**src/design/dcgw_pkg.sv**
```systemverilog
// ----------------------------------------------------------------------------
// dcgw_pkg
// Shared types and constants of the descriptor chain gather walker: request
// status codes, configuration register map and the structs passed between
// the configuration block, the walk core and the top level.
// ----------------------------------------------------------------------------
package dcgw_pkg;

    // Request status as reported with every result
    typedef enum logic [1:0] {
        ST_BUSY    = 2'd0,
        ST_OK      = 2'd1,
        ST_SHORT   = 2'd2,
        ST_INVALID = 2'd3
    } t_status;

    // Configuration map: register i sits at byte address 8*i
    localparam int unsigned CFG_ADDR_W = 5;
    localparam int unsigned CFG_DATA_W = 64;
    localparam logic [1:0]  REG_START_OFFSET = 2'd0;
    localparam logic [1:0]  REG_COPY_BYTES   = 2'd1;
    localparam logic [1:0]  REG_RAM_BYTES    = 2'd2;

    localparam logic [32:0] RAM_BYTES_RESET = 33'h0_2000_0000;

    // Configuration register contents
    typedef struct packed {
        logic [31:0] start_offset;
        logic [31:0] copy_bytes;
        logic [32:0] ram_bytes;
    } t_cfg;

    // One descriptor from the fetch stream
    typedef struct packed {
        logic [63:0] desc_addr;
        logic [31:0] desc_len;
        logic        desc_writable;
        logic        chain_last;
    } t_desc;

    // One copy command / status result
    typedef struct packed {
        logic        chunk_valid;
        logic [31:0] copy_addr;
        logic [31:0] copy_len;
        logic [31:0] buffer_offset;
        t_status     status;
        logic        request_done;
    } t_result;

endpackage

```
**src/design/dcgw_cfg_regs.sv**
```systemverilog
// ----------------------------------------------------------------------------
// dcgw_cfg_regs
// APB-style configuration registers: start offset, copy byte count and guest
// RAM size. Zero-wait writes, combinational read data.
// ----------------------------------------------------------------------------
module dcgw_cfg_regs
    import dcgw_pkg::*;
(
    input  logic                  i_clk,
    input  logic                  i_rst_n,
    input  logic                  psel,
    input  logic                  penable,
    input  logic                  pwrite,
    input  logic [CFG_ADDR_W-1:0] paddr,
    input  logic [CFG_DATA_W-1:0] pwdata,
    output logic [CFG_DATA_W-1:0] prdata,
    output t_cfg                  o_cfg
);

    t_cfg       r_cfg;
    logic       w_wr;
    logic [1:0] w_idx;

    assign w_wr  = psel && penable && pwrite;
    assign w_idx = paddr[CFG_ADDR_W-1:3];

    // Write the addressed register in the access phase
    always_ff @(posedge i_clk) begin
        if (!i_rst_n) begin
            r_cfg.start_offset <= '0;
            r_cfg.copy_bytes   <= '0;
            r_cfg.ram_bytes    <= RAM_BYTES_RESET;
        end else if (w_wr) begin
            case (w_idx)
                REG_START_OFFSET: r_cfg.start_offset <= pwdata[31:0];
                REG_COPY_BYTES:   r_cfg.copy_bytes   <= pwdata[31:0];
                REG_RAM_BYTES:    r_cfg.ram_bytes    <= pwdata[32:0];
                default: ;
            endcase
        end
    end

    // Read back the addressed register
    always_comb begin
        case (w_idx)
            REG_START_OFFSET: prdata = {32'd0, r_cfg.start_offset};
            REG_COPY_BYTES:   prdata = {32'd0, r_cfg.copy_bytes};
            REG_RAM_BYTES:    prdata = {31'd0, r_cfg.ram_bytes};
            default:          prdata = '0;
        endcase
    end

    assign o_cfg = r_cfg;

endmodule

```
**src/design/dcgw_walk_core.sv**
```systemverilog
// ----------------------------------------------------------------------------
// dcgw_walk_core
// Chain walk state and the per-descriptor step: skip, bounds check, chunk
// sizing and request completion. State advances when i_step is high.
// ----------------------------------------------------------------------------
module dcgw_walk_core
    import dcgw_pkg::*;
(
    input  logic    i_clk,
    input  logic    i_rst_n,
    input  t_cfg    i_cfg,
    input  logic    i_step,
    input  t_desc   i_desc,
    output t_result o_result
);

    logic        r_in_chain;
    logic        r_finished;
    t_status     r_final_status;
    logic [31:0] r_skip_left;
    logic [31:0] r_gathered;

    logic        n_in_chain;
    logic        n_finished;
    t_status     n_final_status;
    logic [31:0] n_skip_left;
    logic [31:0] n_gathered;

    // Hold chain state between descriptors
    always_ff @(posedge i_clk) begin
        if (!i_rst_n) begin
            r_in_chain     <= 1'b0;
            r_finished     <= 1'b0;
            r_final_status <= ST_BUSY;
            r_skip_left    <= '0;
            r_gathered     <= '0;
        end else if (i_step) begin
            r_in_chain     <= n_in_chain;
            r_finished     <= n_finished;
            r_final_status <= n_final_status;
            r_skip_left    <= n_skip_left;
            r_gathered     <= n_gathered;
        end
    end

    // Process one descriptor
    always_comb begin
        logic        first;
        logic [31:0] skip;
        logic [31:0] gath;
        logic        fin;
        t_status     fstat;
        logic [32:0] start_sum;
        logic [31:0] caddr;
        logic [31:0] avail;
        logic [31:0] remaining;
        logic [31:0] clen;
        logic [33:0] end_sum;
        logic [31:0] gath_new;
        logic        bad_addr;
        logic        bad_ram;

        first     = !r_in_chain;
        skip      = first ? i_cfg.start_offset : r_skip_left;
        gath      = first ? 32'd0 : r_gathered;
        fin       = first ? 1'b0 : r_finished;
        fstat     = first ? ST_BUSY : r_final_status;
        start_sum = {1'b0, i_desc.desc_addr[31:0]} + {1'b0, skip};
        caddr     = start_sum[31:0];
        avail     = i_desc.desc_len - skip;
        remaining = i_cfg.copy_bytes - gath;
        clen      = (remaining < avail) ? remaining : avail;
        end_sum   = {2'b00, caddr} + {2'b00, clen};
        gath_new  = gath + clen;
        bad_addr  = (i_desc.desc_addr[63:32] != 32'd0) || start_sum[32];
        bad_ram   = ({1'b0, caddr} >= i_cfg.ram_bytes) ||
                    (end_sum > {1'b0, i_cfg.ram_bytes});

        n_in_chain     = 1'b1;
        n_finished     = fin;
        n_final_status = fstat;
        n_skip_left    = skip;
        n_gathered     = gath;

        o_result.chunk_valid   = 1'b0;
        o_result.copy_addr     = '0;
        o_result.copy_len      = '0;
        o_result.buffer_offset = '0;
        o_result.status        = ST_BUSY;
        o_result.request_done  = 1'b0;

        if (first && (i_cfg.copy_bytes == 32'd0)) begin
            // Nothing to gather: finish ok at once
            o_result.status       = ST_OK;
            o_result.request_done = 1'b1;
            n_final_status        = ST_OK;
            n_finished            = !i_desc.chain_last;
            n_in_chain            = !i_desc.chain_last;
        end else if (fin) begin
            // Drain the rest of a finished chain
            o_result.status = fstat;
            if (i_desc.chain_last) begin
                n_in_chain = 1'b0;
                n_finished = 1'b0;
            end
        end else if (i_desc.desc_writable) begin
            o_result.status       = ST_SHORT;
            o_result.request_done = 1'b1;
            n_final_status        = ST_SHORT;
            n_finished            = !i_desc.chain_last;
            n_in_chain            = !i_desc.chain_last;
        end else if (skip >= i_desc.desc_len) begin
            // Whole descriptor consumed by the skip
            n_skip_left = skip - i_desc.desc_len;
            if (i_desc.chain_last) begin
                o_result.status       = ST_SHORT;
                o_result.request_done = 1'b1;
                n_final_status        = ST_SHORT;
                n_in_chain            = 1'b0;
                n_finished            = 1'b0;
            end
        end else if (bad_addr || bad_ram) begin
            o_result.status       = ST_INVALID;
            o_result.request_done = 1'b1;
            n_final_status        = ST_INVALID;
            n_finished            = !i_desc.chain_last;
            n_in_chain            = !i_desc.chain_last;
        end else begin
            // Issue a copy chunk
            o_result.chunk_valid   = 1'b1;
            o_result.copy_addr     = caddr;
            o_result.copy_len      = clen;
            o_result.buffer_offset = gath;
            n_gathered             = gath_new;
            n_skip_left            = '0;
            if (gath_new == i_cfg.copy_bytes) begin
                o_result.status       = ST_OK;
                o_result.request_done = 1'b1;
                n_final_status        = ST_OK;
                n_finished            = !i_desc.chain_last;
                n_in_chain            = !i_desc.chain_last;
            end else if (i_desc.chain_last) begin
                o_result.status       = ST_SHORT;
                o_result.request_done = 1'b1;
                n_final_status        = ST_SHORT;
                n_in_chain            = 1'b0;
                n_finished            = 1'b0;
            end
        end
    end

endmodule

```
**src/design/descriptor_chain_gather_walker.sv**
```systemverilog
// ----------------------------------------------------------------------------
// descriptor_chain_gather_walker
// Pipeline: input register, then result register, with the walk core
//   sitting between the two.
// Throughput: one descriptor per cycle while the copy command stream does
//   not stall; the chain state update in the walk core completes within that cycle.
// Reset: synchronous active-low; clears both stages, chain state and loads
//   register defaults (RAM size 0x2000_0000).
// ----------------------------------------------------------------------------
module descriptor_chain_gather_walker
    import dcgw_pkg::*;
(
    input  logic                  i_clk,
    input  logic                  i_rst_n,
    // Descriptor stream
    input  logic                  i_s_axis_tvalid,
    output logic                  o_s_axis_tready,
    input  logic [95:0]           i_s_axis_tdata,  // [63:0] desc_addr, [95:64] desc_len
    input  logic                  i_s_axis_tuser,  // [0] desc_writable
    input  logic                  i_s_axis_tlast,  // chain_last
    // Copy command stream
    output logic                  o_m_axis_tvalid,
    input  logic                  i_m_axis_tready,
    output logic [95:0]           o_m_axis_tdata,  // [31:0] copy_addr, [63:32] copy_len,
                                                   // [95:64] buffer_offset
    output logic [2:0]            o_m_axis_tuser,  // [0] chunk_valid, [2:1] status
    output logic                  o_m_axis_tlast,  // request_done
    // Configuration
    input  logic                  psel,
    input  logic                  penable,
    input  logic                  pwrite,
    input  logic [CFG_ADDR_W-1:0] paddr,
    input  logic [CFG_DATA_W-1:0] pwdata,
    output logic [CFG_DATA_W-1:0] prdata,
    output logic                  pready
);

    t_cfg    w_cfg;
    t_desc   r_in;
    logic    r_in_valid;
    t_result w_result;
    t_result r_out;
    logic    r_out_valid;
    logic    w_adv;

    assign pready = 1'b1;

    dcgw_cfg_regs u_cfg_regs (
        .i_clk   (i_clk),
        .i_rst_n (i_rst_n),
        .psel    (psel),
        .penable (penable),
        .pwrite  (pwrite),
        .paddr   (paddr),
        .pwdata  (pwdata),
        .prdata  (prdata),
        .o_cfg   (w_cfg)
    );

    // Advance the input stage whenever the result slot is free or drains
    assign w_adv           = r_in_valid && (!r_out_valid || i_m_axis_tready);
    assign o_s_axis_tready = !r_in_valid || w_adv;

    // Input register
    always_ff @(posedge i_clk) begin
        if (!i_rst_n) begin
            r_in_valid <= 1'b0;
        end else if (o_s_axis_tready) begin
            r_in_valid <= i_s_axis_tvalid;
        end
    end

    always_ff @(posedge i_clk) begin
        if (o_s_axis_tready && i_s_axis_tvalid) begin
            r_in.desc_addr     <= i_s_axis_tdata[63:0];
            r_in.desc_len      <= i_s_axis_tdata[95:64];
            r_in.desc_writable <= i_s_axis_tuser;
            r_in.chain_last    <= i_s_axis_tlast;
        end
    end

    dcgw_walk_core u_walk_core (
        .i_clk    (i_clk),
        .i_rst_n  (i_rst_n),
        .i_cfg    (w_cfg),
        .i_step   (w_adv),
        .i_desc   (r_in),
        .o_result (w_result)
    );

    // Result register
    always_ff @(posedge i_clk) begin
        if (!i_rst_n) begin
            r_out_valid <= 1'b0;
        end else if (w_adv) begin
            r_out_valid <= 1'b1;
        end else if (i_m_axis_tready) begin
            r_out_valid <= 1'b0;
        end
    end

    always_ff @(posedge i_clk) begin
        if (w_adv) begin
            r_out <= w_result;
        end
    end

    assign o_m_axis_tvalid = r_out_valid;
    assign o_m_axis_tdata  = {r_out.buffer_offset, r_out.copy_len, r_out.copy_addr};
    assign o_m_axis_tuser  = {r_out.status, r_out.chunk_valid};
    assign o_m_axis_tlast  = r_out.request_done;

endmodule

```
**config.mk**
```make
export PLATFORM = sky130hd
export DESIGN_NAME = descriptor_chain_gather_walker
export DESIGN_NICKNAME = d
export VERILOG_FILES = /design/src/design/dcgw_pkg.sv /design/src/design/dcgw_cfg_regs.sv /design/src/design/dcgw_walk_core.sv /design/src/design/descriptor_chain_gather_walker.sv
export SDC_FILE = /design/constraint.sdc
export NUM_CORES = 1
export LEC_CHECK = 0
export BUFFER_PORTS_ARGS = -buffer_cell sky130_fd_sc_hd__buf_2
export CORE_ASPECT_RATIO = 0.75
export CORE_MARGIN = 10
export CORE_UTILIZATION = 50
export DETAILED_ROUTE_END_ITERATION = 8
export HOLD_SLACK_MARGIN = 0.08
export PLACE_DENSITY = 0.8
export SLEW_MARGIN = 20
export SYNTH_ARGS = -nofsm -noshare
export SYNTH_HDL_FRONTEND = slang
export SYNTH_SLANG_ARGS = --single-unit
export TNS_END_PERCENT = 100
```
**constraint.sdc**
```tcl
create_clock -name i_clk -period 20.5 [get_ports i_clk]
set_input_delay 2.05 -clock i_clk [delete_from_list [all_inputs] [get_ports i_clk]]
set_output_delay 2.05 -clock i_clk [all_outputs]
set_load 0.05 [all_outputs]
```
; ---- Word level (Yosys, flattened, before mapping)
; Cells that the tools add are included.
[classes]
add_sub_neg = 6
magnitude_cmp = 4
eq_ne = 3
muxes = 46
n_reduce_logical = 23
[ops]
columns = cell, n
row1 = 2-to-1 mux 32 bit, 13
row2 = case mux 33 bit (3 select lines), 1
row3 = 2-to-1 mux 97 bit, 1
row4 = subtractor 32 bit, 3
row5 = adder 32 x 32 -> 33 bit, 2
row6 = greater-than comparator 34 x 33 -> 1 bit, 1
row7 = greater-or-equal comparator 32 x 33 -> 1 bit, 1
row8 = adder 32 bit, 1
row9 = equality test 32 bit, 1
row10 = greater-or-equal comparator 32 bit, 1
row11 = zero test 32 bit, 1
row12 = less-than comparator 32 bit, 1
row13 = nonzero test 32 bit, 1
row14 = 2-to-1 mux 2 bit, 9
row15 = 2-to-1 mux 1 bit, 17
row16 = 2-to-1 mux 3 bit, 5
row17 = AND reduction 2 bit, 3
row18 = logical AND 1 bit, 5
row19 = logical OR 1 bit, 5
row20 = OR reduction 5 bit, 1
row21 = zero test 1 bit, 4
row22 = OR reduction 4 bit, 1
row23 = "equality test 2 x 1 -> 1 bit, second input constant", 1
row24 = "equality test 2 bit, second input constant", 1
row25 = other kinds (2), 2
[word_totals]
ff_bits = 365
input_bits = 174
output_inout_bits = 167
word_cells = 102

; ---- Depth between registers and ports, before layout
[depth]
depth_word = 13
mapped_depth = 57
depth_no_buf = 51

; ---- Cells and area by module
; From an unflattened synthesis, not the netlist that was laid out.
[unflattened]
cells_unflattened = 3193
hier_area_um2 = 28240.8
[modules_own_cells]
columns = module, n_inst, cells_each, area_each_um2
row1 = dcgw_walk_core, 1, 2486, 17663.2
row2 = descriptor_chain_gather_walker, 1, 209, 6060.8
row3 = dcgw_cfg_regs, 1, 498, 4516.8

; ---- Worst setup path after synthesis
; No wires, ideal clock.
[synth_path]
kind = reg2reg
startpoint = register u_walk_core.r_in_chain
endpoint = register u_walk_core.r_skip_left[25]
arrival_time_ns = 10.640
slack_ns = 9.730
stages_incl_launch_ff = 54
path_buffers = 7
cell_sequence = dfxtp_1 > clkbuf_1 > clkbuf_1 > clkbuf_1 > clkbuf_1 > nand2_1 > ha_1 > a21o_1 > a21o_1 > a21o_1 > a21o_1 > a221oi_1 > a21boi_0 > o21ai_1 > a21boi_0 > or4_1 > a31oi_1 > xnor2_1 > (+18 left out) > nand2b_1 > a21oi_1 > o41ai_1 > xnor2_1 > ha_1 > nand4_1 > nor2_1 > and3b_1 > nand4_1 > o211ai_1 > o211ai_1 > a21oi_1 > a21boi_1 > nor2_1 > nand3_1 > clkbuf_1 > a221oi_1 > nor2_1
[synth_via]
elab_chain_len = 13
[synth_lines]
columns = element, line_no
row1 = start: declaration, dcgw_walk_core.sv:17  ; logic r_in_chain;
row2 = start signal: assignment, dcgw_walk_core.sv:38  ; r_in_chain <= n_in_chain;
row3 = "2-to-1 mux 32 bit, on equally long branches", "dcgw_walk_core.sv:65, dcgw_walk_core.sv:64"
row4 = "subtractor 32 bit, on equally long branches", "dcgw_walk_core.sv:71, dcgw_walk_core.sv:70"
row5 = less-than comparator 32 bit, dcgw_walk_core.sv:72  ; clen = (remaining < avail) ? remaining : avail;
row6 = 2-to-1 mux 32 bit, dcgw_walk_core.sv:72
row7 = adder 32 x 32 -> 33 bit, dcgw_walk_core.sv:73  ; end_sum = {2'b00, caddr} + {2'b00, clen};
row8 = greater-than comparator 34 x 33 -> 1 bit, dcgw_walk_core.sv:77  ; (end_sum > {1'b0, i_cfg.ram_bytes});
row9 = logical OR 1 bit, dcgw_walk_core.sv:76  ; bad_ram = ({1'b0, caddr} >= i_cfg.ram_bytes) ||
row10 = logical OR 1 bit, dcgw_walk_core.sv:122  ; end else if (bad_addr || bad_ram) begin
row11 = 2-to-1 mux 32 bit, dcgw_walk_core.sv:122
row12 = 2-to-1 mux 32 bit, dcgw_walk_core.sv:112  ; end else if (skip >= i_desc.desc_len) begin
row13 = 2-to-1 mux 32 bit, dcgw_walk_core.sv:106  ; end else if (i_desc.desc_writable) begin
row14 = 2-to-1 mux 32 bit, dcgw_walk_core.sv:99  ; end else if (fin) begin
row15 = 2-to-1 mux 32 bit (*), dcgw_walk_core.sv:92  ; if (first && (i_cfg.copy_bytes == 32'd0)) begin
row16 = end signal: assignment, dcgw_walk_core.sv:41  ; r_skip_left <= n_skip_left;
row17 = end: declaration, dcgw_walk_core.sv:20  ; logic [31:0] r_skip_left;
; Every way passes the cells marked *; elsewhere a longest branch is shown, timed or not.
; A chain may end at the register's enable or synchronous reset.

; ---- Worst setup path in the final report
[layout_path]
startpoint = register u_walk_core.r_in_chain
endpoint = register r_out, in the netlist o_m_axis_tdata[62] (data pin)
[layout_via]
elab_chain_len = 9
[layout_lines]
columns = element, line_no
row1 = "2-to-1 mux 32 bit, on equally long branches", "dcgw_walk_core.sv:65, dcgw_walk_core.sv:64"
row2 = "subtractor 32 bit, on equally long branches", "dcgw_walk_core.sv:71, dcgw_walk_core.sv:70"
row3 = less-than comparator 32 bit, dcgw_walk_core.sv:72
row4 = 2-to-1 mux 32 bit, dcgw_walk_core.sv:72
row5 = adder 32 x 32 -> 33 bit, dcgw_walk_core.sv:73
row6 = greater-than comparator 34 x 33 -> 1 bit, dcgw_walk_core.sv:77
row7 = logical OR 1 bit, dcgw_walk_core.sv:76
row8 = logical OR 1 bit, dcgw_walk_core.sv:122
row9 = OR reduction 5 bit (no line), --
row10 = end signal: assignment, descriptor_chain_gather_walker.sv:104  ; r_out <= w_result;
row11 = end: declaration, descriptor_chain_gather_walker.sv:42  ; t_result r_out;
; Parallel ways exist; a longest one is shown, timed or not.

==> results.md <==
* Status: complete, no violations
* Initial antenna violation count at 23
* NumNets Final at 3,915
* Syn Area/Cell at 8.60 um^2
* CTS tree: yes
* H-Tree Depth at 2
* Worst path top cell family by delay: compound AO/OA/AOI/OAI gates
* Die ar. at 66,100 um^2
* Biggest area consumer among synthesized cells: edfxtp_1
* Root Buffer: clkbuf_16
* Leak pwr at 0.0137 uW
* Final min period at 15,290 ps
* Wire per inst at 22.8 um
* Synth warn at 0
* Slowest-stage cell, CP: dfxtp_2
* # fillers at 5,075
* Critical Path AT at 15,680 ps
* Fin area at 31,200 um^2
* GPL Wtd Cong at 0.981
* Power Dens Cells at 82.0 nW/um^2
* Max-slew headroom at 19.7%
* Crit path capture type: flip-flop
* Via density per instance at 5.99
* Vias at 25,300
* Hold violation total from the final report at 0
* Fmax at 65.4 MHz
* Clock Power Share at 29.0%
* Tcrit/Tclk final at 74.6%
* Port buffer count at 274
* Most frequent CP cell: o21ai_0
* Peak fanout along the critical path at 54
* Syn Std Cell Area at 28,100 um^2
* DRC Markers at 0
* Fraction of layout cells with a size suffix above 1 at 12.8%
* Clock Pin Slew Worst Setup and Hold Paths at 60 ps
* R2R Setup Slk at 5210 ps
* Slew @ Worst Pin at 1190 ps
* Worst Path Buf+Inv at 6
* Cell Area, Placed at 29,900 um^2
* WL final at 96,300 um
* Internal cell power at 1600 uW
* DRT iter0 DRCs at 2,841
* Switching power at 959 uW
* Largest net degree at the start of global routing at 104
* Total core area at 55,700 um^2
* Vias in the first global route at 23,200
* DP HPWL at 75,700 um
* Post-synth top area share at 21.2%
* RSZ-0062 raised after global routing: no
* Post-synth cell types at 89
* Synth cell count leaders: 425 x nand2_1, 285 x ha_1, 223 x a21oi_1
* Total CTS buffers at 39
* Hold_buf cts at 0
* Asr flop ratio synth at 0%
* Number of max-cap violations at 0
* Max-slew violations at 0
* Max Buffers Root-to-Sink at 3
* Gr usage total at 28.0%
* Setup CP Type: flip-flop to flip-flop
* CP max stage delay at 930 ps
* Die Span X at 294 um
* Synth top area cells: edfxtp_1 21%, ha_1 13%, dfxtp_1 12%
* Clk_skew at 31.1 ps
* Worst hold-check path type: flip-flop to flip-flop
* Post-route setup TNS at 0 ps
* Worst-Skew Late Latency at 590 ps
* Final setup fails at 0
* Comb power frac at 39.2%
* Most common cell in the synthesized netlist: nand2_1
* Switching Fraction at 37.4%
* Grt ovf at 0
* Critical Path RT at 20,890 ps
* First-pass DRT Iterations at 6
* Cts repair resizes at 0
* Number of synthesized register bits at 365
* Sequential share of the synthesized area at 33.1%
* EDFF count, synth at 198
* Total clock sinks at 365
* # IOs at 341
* Seq pwr share at 31.8%
* Main synth FF type: edfxtp_1
* Post-DRT Antenna Nets at 0
* Cell count after synthesis at 3,261
* Initial Utilization at 50.3%
* Die Ht at 225 um
* Postcts setup bufs at 0
* Type of origin of the critical path: flip-flop
* Area grow syn2layout at 11.3%
* First-pass GRT wire length at 143,000 um
* # rows at 75
* Peak supply drop at 61.7 uV
[state kept, by name (all words and copies together) (netlist names)]
register,cells
o_m_axis_tdata,96
o_m_axis_tlast,1
o_m_axis_tuser,3
o_m_axis_tvalid,1
r_in,98
r_in_valid,1
u_cfg_regs.o_cfg,97
u_walk_core.r_final_status,2
u_walk_core.r_finished,1
u_walk_core.r_gathered,32
u_walk_core.r_in_chain,1
u_walk_core.r_skip_left,32
[cells in the final DEF, fill, tap and decap left out, types with 32 or more instances in the layout]
| cell | n |
|---|---|
| xor2_1 | 70 |
| nor2_1 | 193 |
| mux2i_1 | 50 |
| a21boi_0 | 108 |
| edfxtp_1 | 198 |
| xnor2_1 | 121 |
| nand3_1 | 56 |
| dfxtp_1 | 166 |
| conb_1 | 32 |
| inv_1 | 210 |
| ha_1 | 285 |
| a221oi_1 | 35 |
| a21o_1 | 115 |
| and2_1 | 64 |
| nor2b_1 | 40 |
| nor3_1 | 34 |
| nand2_1 | 425 |
| nand4_1 | 47 |
| o21ai_0 | 202 |
| clkbuf_16 | 41 |
| a21oi_1 | 223 |
| mux2_2 | 34 |
| buf_2 | 273 |
[routing by layer]
| layer | vias to the layer above | GRT usage [%] | part of all wire, % |
|---|---|---|---|
| met4 | 18 | 8.87 | 2.9 |
| li1 | 12000 | - | - |
| met1 | 11900 | 39.8 | 45 |
| met2 | 1209 | 40.5 | 41 |
| met5 | - | 0 | 0.11 |
| met3 | 173 | 7.61 | 11 |
[worst paths after layout]
kind | from | endpoint | depth (start not counted)
hold / removal | u_walk_core.r_gathered[19] | u_walk_core.r_gathered[19] | 2
setup reg to reg | u_walk_core.r_in_chain | o_m_axis_tdata[62] | 50
setup / recovery | u_walk_core.r_in_chain | o_m_axis_tdata[62] | 50
hold reg to reg | u_walk_core.r_gathered[19] | u_walk_core.r_gathered[19] | 2
[kinds of logic after synthesis]
group | Yosys count | synth area share [%]
flops | 365 | 33.1
fa+ha+maj | 291 | 13.1
buf+inv | 393 | 5.74
simple gates | 1008 | 16.9
compound gates | 922 | 21.6
mux | 84 | 3.15
other cells | 2 | 0.0268
xor+xnor | 196 | 6.37
[tightest hold or removal path: cells and delay by family, from the launching register on]
kind / cells / cell delay (ps)
compound gates: 1 / 50
flops: 1 / 330
simple gates: 1 / 50
[power groups by stage]
stage	sequential, uW	combinational [uW]	clock [uW]
floorplan	846	706	0
global placement	828	964	0
detailed placement	829	973	0
CTS	813	980	753
global route	815	1100	779
finish	813	1000	743
[final cells by class]
class | count | area [um^2] | share of cell area [%]
multi-input combinational | 2533 | 17300 | 55.4
sequential | 365 | 9290 | 29.8
tap | 731 | 915 | 2.93
timing repair buffer | 300 | 1570 | 5.03
inverter | 211 | 797 | 2.55
clock buffer | 53 | 1120 | 3.59
clock inverter | 19 | 199 | 0.637
antenna | 10 | 25.0 | 0.0802
[stage by stage]
| step | total power [uW] | util, % | setup WS (ps) | hold slack (ps) | instances |
|---|---|---|---|---|---|
| after global placement | 1790 | 53.6 | 5860 | 436 | 4140 |
| after CTS | 2550 | 55.9 | 5590 | 457 | 4212 |
| after global routing | 2690 | 56.0 | 4270 | 484 | 4213 |
| final | 2560 | 56.0 | 5210 | 457 | 4222 |
| after floorplan | 1550 | - | 9730 | 425 | 3291 |
| after detailed placement | 1800 | 53.6 | 5640 | 443 | 4140 |
No activity file was read; power rests on OpenSTA's default activity.
